--- config.mk ---
export PLATFORM = sky130hd
export DESIGN_NAME = tlv_record_deframer
export DESIGN_NICKNAME = d
export VERILOG_FILES = /design/src/rtl/tlvd_pkg.sv /design/src/rtl/tlvd_core.sv /design/src/rtl/tlv_record_deframer.sv
export SDC_FILE = /design/constraint.sdc
export NUM_CORES = 1
export LEC_CHECK = 0
export BUFFER_PORTS_ARGS = -buffer_cell sky130_fd_sc_hd__buf_2
export CELL_PAD_IN_SITES_DETAIL_PLACEMENT = 0
export CELL_PAD_IN_SITES_GLOBAL_PLACEMENT = 1
export CORE_UTILIZATION = 30
export CTS_CLUSTER_SIZE = 25
export DETAILED_ROUTE_END_ITERATION = 8
export GPL_ROUTABILITY_DRIVEN = 0
export PLACE_DENSITY_LB_ADDON = 0.3
export SYNTH_ARGS = -nofsm -noshare
export SYNTH_HDL_FRONTEND = slang
export SYNTH_SLANG_ARGS = --single-unit
--- constraint.sdc ---
create_clock -name clk -period 6 [get_ports clk]
set_input_delay 0.6 -clock clk [delete_from_list [all_inputs] [get_ports clk]]
set_output_delay 0.6 -clock clk [all_outputs]
set_load 0.01 [all_outputs]
--- src/rtl/tlvd_pkg.sv ---
// Shared types and constants for the TLV record deframer.
package tlvd_pkg;

	localparam logic [15:0] HEADER_BYTES = 16'd6;
	localparam logic [15:0] PREAMBLE_BYTES = 16'd3;

	localparam logic [2:0] CL_HDR = 3'd0;
	localparam logic [2:0] CL_CAT = 3'd1;
	localparam logic [2:0] CL_PAR = 3'd2;
	localparam logic [2:0] CL_LEN = 3'd3;
	localparam logic [2:0] CL_PAY = 3'd4;

	typedef enum logic [2:0] {
		PH_HEADER = 3'd0,
		PH_CAT    = 3'd1,
		PH_PAR    = 3'd2,
		PH_LENHI  = 3'd3,
		PH_LENLO  = 3'd4,
		PH_PAY    = 3'd5
	} tlvd_phase_t;

	typedef struct packed {
		logic [7:0] in_byte;
		logic       last_byte;
	} tlvd_in_t;

	typedef struct packed {
		logic [2:0]  byte_class;
		logic [7:0]  data_value;
		logic [7:0]  category;
		logic [7:0]  parameter_res;
		logic [15:0] record_length;
		logic [15:0] payload_offset;
		logic        record_end;
		logic        header_ok;
		logic        file_end;
		logic        checksum_ok;
		logic        truncated;
	} tlvd_out_t;

	function automatic logic [7:0] preamble_byte(input logic [1:0] idx);
		logic [7:0] v;
		case (idx)
			2'd0: v = 8'h4B;
			2'd1: v = 8'h4E;
			2'd2: v = 8'h47;
			default: v = 8'h00;
		endcase
		return v;
	endfunction

endpackage

--- src/rtl/tlvd_core.sv ---
// Parse state and per-byte result logic of the TLV record deframer.
module tlvd_core (
	input  logic               clk,
	input  logic               arst_n,
	input  logic               fire,
	input  tlvd_pkg::tlvd_in_t beat,
	output tlvd_pkg::tlvd_out_t res
);
	import tlvd_pkg::*;

	tlvd_phase_t phase_q, phase_n;
	logic [15:0] pos_q, pos_n;
	logic [7:0]  cat_q, cat_n;
	logic [7:0]  par_q, par_n;
	logic [15:0] len_q, len_n;
	logic [7:0]  sum_q, sum_n;
	logic        pm_q, pm_n;

	logic [15:0] hdr_inc;
	logic [16:0] pay_inc;
	logic [2:0]  cls;
	logic [15:0] offset;
	logic        rend;
	logic        hok;

	always_comb begin
		phase_n = phase_q;
		pos_n   = pos_q;
		cat_n   = cat_q;
		par_n   = par_q;
		len_n   = len_q;
		pm_n    = pm_q;
		sum_n   = sum_q + beat.in_byte;
		cls     = CL_HDR;
		offset  = 16'd0;
		rend    = 1'b0;
		hdr_inc = pos_q + 16'd1;
		pay_inc = {1'b0, pos_q} + 17'd1;
		case (phase_q)
			PH_HEADER: begin
				cls = CL_HDR;
				if (pos_q < PREAMBLE_BYTES && beat.in_byte != preamble_byte(pos_q[1:0])) begin
					pm_n = 1'b0;
				end
				pos_n = hdr_inc;
				if (hdr_inc >= HEADER_BYTES) begin
					phase_n = PH_CAT;
					pos_n   = 16'd0;
				end
			end
			PH_CAT: begin
				cls     = CL_CAT;
				cat_n   = beat.in_byte;
				par_n   = 8'd0;
				len_n   = 16'd0;
				phase_n = PH_PAR;
			end
			PH_PAR: begin
				cls     = CL_PAR;
				par_n   = beat.in_byte;
				phase_n = PH_LENHI;
			end
			PH_LENHI: begin
				cls     = CL_LEN;
				len_n   = {beat.in_byte, 8'd0};
				phase_n = PH_LENLO;
			end
			PH_LENLO: begin
				cls   = CL_LEN;
				len_n = {len_q[15:8], beat.in_byte};
				pos_n = 16'd0;
				if ({len_q[15:8], beat.in_byte} == 16'd0) begin
					rend    = 1'b1;
					phase_n = PH_CAT;
				end else begin
					phase_n = PH_PAY;
				end
			end
			PH_PAY: begin
				cls    = CL_PAY;
				offset = pos_q;
				if (pay_inc >= {1'b0, len_q}) begin
					rend    = 1'b1;
					phase_n = PH_CAT;
					pos_n   = 16'd0;
				end else begin
					pos_n = pay_inc[15:0];
				end
			end
			default: begin
				cls     = CL_HDR;
				phase_n = PH_HEADER;
			end
		endcase
		hok = pm_n && (phase_n != PH_HEADER || pos_n >= PREAMBLE_BYTES);
	end

	always_comb begin
		res.byte_class     = cls;
		res.data_value     = beat.in_byte;
		res.category       = cat_n;
		res.parameter_res  = par_n;
		res.record_length  = len_n;
		res.payload_offset = offset;
		res.record_end     = rend;
		res.header_ok      = hok;
		res.file_end       = beat.last_byte;
		res.checksum_ok    = beat.last_byte && (sum_n == 8'd0);
		res.truncated      = beat.last_byte && (phase_n != PH_CAT);
	end

	always_ff @(posedge clk or negedge arst_n) begin
		if (!arst_n) begin
			phase_q <= PH_HEADER;
			pos_q   <= 16'd0;
			cat_q   <= 8'd0;
			par_q   <= 8'd0;
			len_q   <= 16'd0;
			sum_q   <= 8'd0;
			pm_q    <= 1'b1;
		end else if (fire) begin
			if (beat.last_byte) begin
				phase_q <= PH_HEADER;
				pos_q   <= 16'd0;
				cat_q   <= 8'd0;
				par_q   <= 8'd0;
				len_q   <= 16'd0;
				sum_q   <= 8'd0;
				pm_q    <= 1'b1;
			end else begin
				phase_q <= phase_n;
				pos_q   <= pos_n;
				cat_q   <= cat_n;
				par_q   <= par_n;
				len_q   <= len_n;
				sum_q   <= sum_n;
				pm_q    <= pm_n;
			end
		end
	end

endmodule

--- src/rtl/tlv_record_deframer.sv ---
// Top level of the TLV record deframer: input stage, parser, result register.
//
//  channel | valid     | stall     | payload
//  --------+-----------+-----------+------------------------------
//  bytes   | byte_valid| byte_stall| byte_beat (tlvd_in_t)
//  results | rec_valid | rec_stall | rec_beat  (tlvd_out_t)
//
// One byte per clock sustained while no result is stalled; each byte goes from the
// input stage through the combinational parse update into the result register.
// arst_n clears the parse state and both valid flags; the next byte starts a new file.
// A stalled result holds; the input stage still fills, then byte_stall rises.
module tlv_record_deframer (
	input  logic                clk,
	input  logic                arst_n,
	input  logic                byte_valid,
	output logic                byte_stall,
	input  tlvd_pkg::tlvd_in_t  byte_beat,
	output logic                rec_valid,
	input  logic                rec_stall,
	output tlvd_pkg::tlvd_out_t rec_beat
);
	import tlvd_pkg::*;

	logic      valid_s1;
	tlvd_in_t  beat_s1;
	logic      valid_s2;
	tlvd_out_t beat_s2;
	tlvd_out_t res;
	logic      adv;
	logic      fire;

	assign adv        = !(valid_s2 && rec_stall);
	assign fire       = adv && valid_s1;
	assign byte_stall = valid_s1 && !adv;

	tlvd_core u_core (
		.clk    (clk),
		.arst_n (arst_n),
		.fire   (fire),
		.beat   (beat_s1),
		.res    (res)
	);

	always_ff @(posedge clk or negedge arst_n) begin
		if (!arst_n) begin
			valid_s1 <= 1'b0;
			valid_s2 <= 1'b0;
		end else begin
			if (!byte_stall) begin
				valid_s1 <= byte_valid;
			end
			if (adv) begin
				valid_s2 <= valid_s1;
			end
		end
	end

	always_ff @(posedge clk) begin
		if (byte_valid && !byte_stall) begin
			beat_s1 <= byte_beat;
		end
		if (fire) begin
			beat_s2 <= res;
		end
	end

	assign rec_valid = valid_s2;
	assign rec_beat  = beat_s2;

endmodule

==> results of run 1 <==
state kept, by name, indices dropped and copies added, names as in the netlist:
register	cells
u_core.phase_q	3
u_core.sum_q	8
u_core.par_q	8
beat_s1	9
u_core.cat_q	8
rec_beat	64
u_core.len_q	16
u_core.pos_q	16
rec_valid	1
u_core.pm_q	1
valid_s1	1
cell usage in the layout, fill, tap and decap left out, types with 7 or more instances in the layout:
cell type and instances:
buf_2 78, edfxtp_1 73, dfrtp_1 61, nand2_1 41, a22o_1 37, nor2_1 28, ha_1 28, inv_1 25
nand3_1 25, o21ai_0 23, xnor2_1 18, and2_1 18, clkbuf_16 17, a21oi_1 16, o31ai_1 12, nor3_1 10
nand4_1 8, xor2_1 8, mux2_2 8, a32o_1 8, nand2b_1 7, nor4_1 7
power breakdown:
part           switching, µW  internal, µW  leakage (µW)  total, µW
clock network            425           574      0.000273        999
registers                132          1150       0.00156       1280
logic                    532           359       0.00149        891
path summary, 6_finish.rpt:
kind	start	endpoint	slack, ns	cells after the start
hold reg to reg	u_core.sum_q[0]	u_core.sum_q[0]	0.49	2
min in group asynchronous	arst_n	u_core.pos_q[10]	0.36	2
setup / recovery	u_core.pos_q[1]	u_core.pos_q[3]	1.53	13
hold / removal	byte_beat[2]	beat_s1[2]	0.34	1
max in group asynchronous	arst_n	u_core.len_q[7]	5.06	2
setup reg to reg	u_core.pos_q[1]	u_core.pos_q[3]	1.53	13
layer usage:
metal / GRT usage / vias to the layer above / wire length (µm)
met2: 0.2401 / 136 / 7723
met1: 0.2070 / 2317 / 7934
met4: 0.07400 / 0 / 461
met5: 0 / - / 0
met3: 0.02982 / 30 / 652
li1: - / 2259 / -
critical path: cells and delay by family, from the launching register on:
family                     cells  cell delay, ns
AOI/OAI and AO/OA              3            1.33
and+or+nand+nor                7            1.52
DFF                            1            0.58
adders and majority gates      2            0.72
xor gates and xnor gates       1            0.20
final cells by class:
type                            count  share of cell area
Tap cell                          280             0.04479
Timing Repair Buffer               83             0.05471
Antenna cell                        1           0.0003199
Clock buffer                       19             0.05535
Multi-Input combinational cell    373              0.3383
Clock inverter                     13             0.01520
Inverter                           26             0.01248
Sequential cell                   135              0.4788
per-stage QoR:
stage	worst slack [ns]	hold WS, ns
floorplan	2.704	0.3044
global placement	1.751	0.4695
detailed placement	1.554	0.4793
CTS	1.552	0.3340
global route	1.121	0.3267
finish	1.532	0.3447
kinds of logic (layout without fill, tap and decap cells):
group / after synthesis / count (layout) / synth area share
other: 0 / 1 / 0
and+or+nand+nor: 174 / 174 / 0.1386
muxes: 10 / 10 / 0.01655
xor gates and xnor gates: 26 / 26 / 0.03424
AOI/OAI and AO/OA: 134 / 134 / 0.1516
DFF: 135 / 135 / 0.5630
adders and majority gates: 29 / 29 / 0.05568
buffers and inverters: 63 / 141 / 0.04025
Yosys cell counts (3+ instances only):
| library cell | n | area (µm²) |
|---|---|---|
| nand3_1 | 25 | 125.1 |
| inv_1 | 26 | 97.59 |
| nand4_1 | 8 | 50.05 |
| a32o_1 | 8 | 80.08 |
| o21ai_1 | 5 | 25.02 |
| a21o_1 | 3 | 22.52 |
| xnor2_1 | 18 | 157.7 |
| buf_2 | 10 | 50.05 |
| o21ai_0 | 23 | 115.1 |
| nand2_1 | 41 | 153.9 |
| mux2_2 | 8 | 90.09 |
| edfxtp_1 | 73 | 2192 |
| a31oi_1 | 3 | 18.77 |
| dfrtp_1 | 61 | 1526 |
| a22o_1 | 37 | 324.1 |
| and2_1 | 18 | 112.6 |
| nand2b_1 | 7 | 43.79 |
| xor2_1 | 8 | 70.07 |
| nor4_1 | 7 | 43.79 |
| nor3_1 | 11 | 55.05 |
| and3_1 | 6 | 37.54 |
| a22oi_1 | 3 | 22.52 |
| o31ai_1 | 12 | 90.09 |
| or4_1 | 6 | 45.04 |
| nor2b_1 | 3 | 18.77 |
| clkbuf_1 | 23 | 86.33 |
| a21oi_1 | 16 | 80.08 |
| nor2_1 | 29 | 108.9 |
| ha_1 | 28 | 350.3 |
==> results.sh, run 1 <==
export IMPL_status="finished, violations left"
export IMPL_violations="DRC"
export IMPL_hold_violations=0
export IMPL_nNetsFinal=678
export IMPL_tritoncts="yes"
export IMPL_core_area_um2=21760
export IMPL_postRouteAntennaNets=0
export IMPL_p_per_area_nw_per_um2=405.9
export IMPL_initial_core_util=0.3057
export IMPL_final_area_um2=7821
export IMPL_io_pins=79
export IMPL_synth_cell_types=63
export IMPL_synth_edf_count=73
export IMPL_cpMostUsedCell="nand3_1"
export IMPL_tightest_slew_ns=1.361
export IMPL_globalRouteTotalUtil=0.1547
export IMPL_cts_root_buf="clkbuf_16"
export IMPL_p_leak_uw=0.003331
export IMPL_drcViolationCount=4
export IMPL_drive_above_1_share=0.2065
export IMPL_post_route_period_util=0.7447
export IMPL_grt_setup_unrepaired="no"
export IMPL_routed_wl_um=16770
export IMPL_syn_cell_area_um2=6651
export IMPL_critical_path_endpoint_type="register"
export IMPL_die_x_um=150.9
export IMPL_regArea_um2=3745
export IMPL_grt_ovfl_total=0
export IMPL_crit_path_top_delay_cell="o32ai_4"
export IMPL_path_clk_slew_ns=0.06
export IMPL_worst_setup_path_start_kind="register"
export IMPL_async_flop_share=0.4593
export IMPL_postCtsHoldBufs=0
export IMPL_dpl_hpwl_um=10990
export IMPL_dieArea_um2=22770
export IMPL_yosysWarnings=0
export IMPL_htree_levels=4
export IMPL_n_fill_cell=2159
export IMPL_num_rows=54
export IMPL_crit_type="register to register"
export IMPL_maxCapViolCount=0
export IMPL_multiInputGateArea_um2=2646
export IMPL_cts_sinks=135
export IMPL_avgSynthCellArea_um2=11.65
export IMPL_viasPerCell=5.099
export IMPL_cts_buffers=17
export IMPL_arrival_ns=4.79
export IMPL_setup_viol=0
export IMPL_post_dp_cell_area_um2=7267
export IMPL_tns_ns=0
export IMPL_fin_worst_skew_ns=0.01555
export IMPL_worstHoldPathType="input port to register"
export IMPL_drt_iter0_markers=338
export IMPL_grt_max_degree=76
export IMPL_clock_fmax_mhz=223.8
export IMPL_power_uw=3175
export IMPL_fin_util=0.3595
export IMPL_firstDrtPassIters=6
export IMPL_maxSlewViolCount=0
export IMPL_grt_pass1_wl_um=26090
export IMPL_max_slew_margin_rel=0.08656
export IMPL_synthesis_nets=613
export IMPL_ys_ff_latch=135
export IMPL_required_ns=6.32
export IMPL_cpPeakStageDelay_ns=0.73
export IMPL_antenna_found_initial=0
export IMPL_io_buffers=78
export IMPL_clkLatencyLatePin_ns=0.43
export IMPL_cts_repair_resized=0
export IMPL_ys_seq_area_frac=0.5630
export IMPL_post_cts_buffers=0
export IMPL_synthFlopType="edfxtp_1"
export IMPL_dr_total_vias=4742
export IMPL_wire_per_inst_um=18.03
export IMPL_crit_fanout=18
export IMPL_irDropWorstVdd_v=0.0001616
export IMPL_grt_pass1_vias=4619
export IMPL_synth_cells=571
export IMPL_layout_min_cycle_time_ns=4.468
export IMPL_path_cells="ha_1, nand3_1, nor2_1, and3_1, xor2_1, ha_1, nand3_1, nor2_1, a311oi_1, nand3_1, o32ai_4, nand2_2, o31ai_1"
export IMPL_clockBufferDepth=2
export IMPL_place_inst=897
export IMPL_area_growth_pct=17.59
export IMPL_die_height_um=150.9
export IMPL_final_cells=930
Power figures use the tool's default switching activity.
==> run 2, diff against run 1 <==
==> constraint.sdc (replaced) <==
create_clock -name clk -period 4.1 [get_ports clk]
set_input_delay 0.41 -clock clk [delete_from_list [all_inputs] [get_ports clk]]
set_output_delay 0.41 -clock clk [all_outputs]
set_load 0.01 [all_outputs]
==> results.sh, run 2 (synthesis results as in run 1) <==
export IMPL_status="finished, violations left"
export IMPL_violations="DRC"
export IMPL_clockBufferDepth=2
export IMPL_tightest_slew_ns=1.182
export IMPL_firstDrtPassIters=9
export IMPL_mostFrequentLayoutCells="78 x buf_2, 73 x edfxtp_1, 60 x dfrtp_1"
export IMPL_maxSlewViolCount=0
export IMPL_die_x_um=150.9
export IMPL_arrival_ns=4.03
export IMPL_dr_total_vias=4802
export IMPL_grt_pass1_wl_um=26810
export IMPL_setup_viol=0
export IMPL_clkLatencyLatePin_ns=0.42
export IMPL_area_growth_pct=19.21
export IMPL_drive_above_1_share=0.2207
export IMPL_diodes=0
export IMPL_critical_path_endpoint_type="register"
export IMPL_num_rows=54
export IMPL_grt_setup_unrepaired="no"
export IMPL_post_route_period_util=0.9001
export IMPL_crit_fanout=8
export IMPL_crit_type="register to register"
export IMPL_post_cts_buffers=0
export IMPL_core_area_um2=21760
export IMPL_die_height_um=150.9
export IMPL_power_uw=4795
export IMPL_clock_fmax_mhz=271.0
export IMPL_tns_ns=0
export IMPL_path_clk_slew_ns=0.06
export IMPL_grt_pass1_vias=4762
export IMPL_postCtsHoldBufs=0
export IMPL_cts_repair_resized=0
export IMPL_use_met1=0.2114
export IMPL_dieArea_um2=22770
export IMPL_grt_ovfl_total=0
export IMPL_io_pins=79
export IMPL_hold_violations=0
export IMPL_nNetsFinal=686
export IMPL_io_buffers=78
export IMPL_postRouteAntennaNets=0
export IMPL_irDropWorstVdd_v=0.0002260
export IMPL_layout_commonest_cell="buf_2"
export IMPL_tritoncts="yes"
export IMPL_p_leak_uw=0.003384
export IMPL_dpl_hpwl_um=11470
export IMPL_p_per_area_nw_per_um2=604.7
export IMPL_hold_ws_ns=0.04650
export IMPL_grt_use_met3=0.02741
export IMPL_htree_levels=4
export IMPL_cts_buffers=17
export IMPL_wire_per_inst_um=18.12
export IMPL_globalRouteTotalUtil=0.1577
export IMPL_top_usage_layer="met2"
export IMPL_drcViolationCount=2
export IMPL_layout_min_cycle_time_ns=3.690
export IMPL_drt_iter0_markers=406
export IMPL_cts_sinks=135
export IMPL_maxCapViolCount=0
export IMPL_largest_reg_flops=64
export IMPL_worst_setup_path_start_kind="register"
export IMPL_grt_max_degree=44
export IMPL_grtUsageMet2=0.2546
export IMPL_required_ns=4.44
export IMPL_max_slew_margin_rel=0.2066
export IMPL_viasPerCell=5.125
export IMPL_antenna_found_initial=0
export IMPL_routed_wl_um=16980
export IMPL_fin_worst_skew_ns=0.009572
export IMPL_worstHoldPathType="input port to asynchronous set/reset pin"
export IMPL_n_fill_cell=2132
export IMPL_cts_root_buf="clkbuf_16"
export IMPL_initial_core_util=0.3057
## run 2: final cells by class
| class | instances | area (µm²) | area share |
|---|---|---|---|
| inverter | 26 | 97.59 | 0.01231 |
| multi-input combinational | 373 | 2644 | 0.3334 |
| clock buffer | 18 | 439.2 | 0.05539 |
| sequential | 135 | 3746 | 0.4725 |
| clock inverter | 14 | 163.9 | 0.02067 |
| tap | 280 | 350.3 | 0.04418 |
| timing repair buffer | 91 | 488.0 | 0.06154 |
## run 2: metal layers
layer  up-vias  part of all wire
li1       2282                 -
met1      2367              0.46
met2       129              0.48
met3        24             0.040
met4         0             0.017
met5         -                 0
## run 2: final timing paths
kind	from	to	slack [ns]	cells after the start
setup / recovery	u_core.pos_q[7]	u_core.pos_q[5]	0.41	12
hold / removal	arst_n	u_core.len_q[4]	0.05	1
setup reg to reg	u_core.pos_q[7]	u_core.pos_q[5]	0.41	12
hold reg to reg	valid_s1	rec_valid	0.50	1
max in group asynchronous	arst_n	u_core.pm_q	3.11	2
min in group clk	byte_beat[6]	beat_s1[6]	0.16	1
## run 2: critical path, cell delays in order (launching register included)
cell      delay (ns)
dfrtp_1         0.57
nand4_4         0.23
nor4_1          0.40
xor2_1          0.41
ha_1            0.35
nand4_1         0.10
nor2_1          0.08
a311oi_1        0.32
nand3_1         0.19
o32ai_4         0.41
buf_4           0.23
a31oi_1         0.09
mux2i_1         0.21
## run 2: stage by stage
stage               area, µm²    util  worst slack [ns]  cells
finish                   7929  0.3644            0.4097    937
global route             7929  0.3644           0.08598    937
CTS                      7925  0.3643            0.2930    937
detailed placement       7322  0.3366            0.2993    905
global placement         7322  0.3366            0.4456    905
floorplan                6651       -            0.8235    571
## run 2: power by group
group	switching (µW)	leakage [µW]	total (µW)	internal [µW]
registers	165	0.00156	1850	1690
logic	819	0.00153	1370	551
clock network	642	0.000291	1570	930
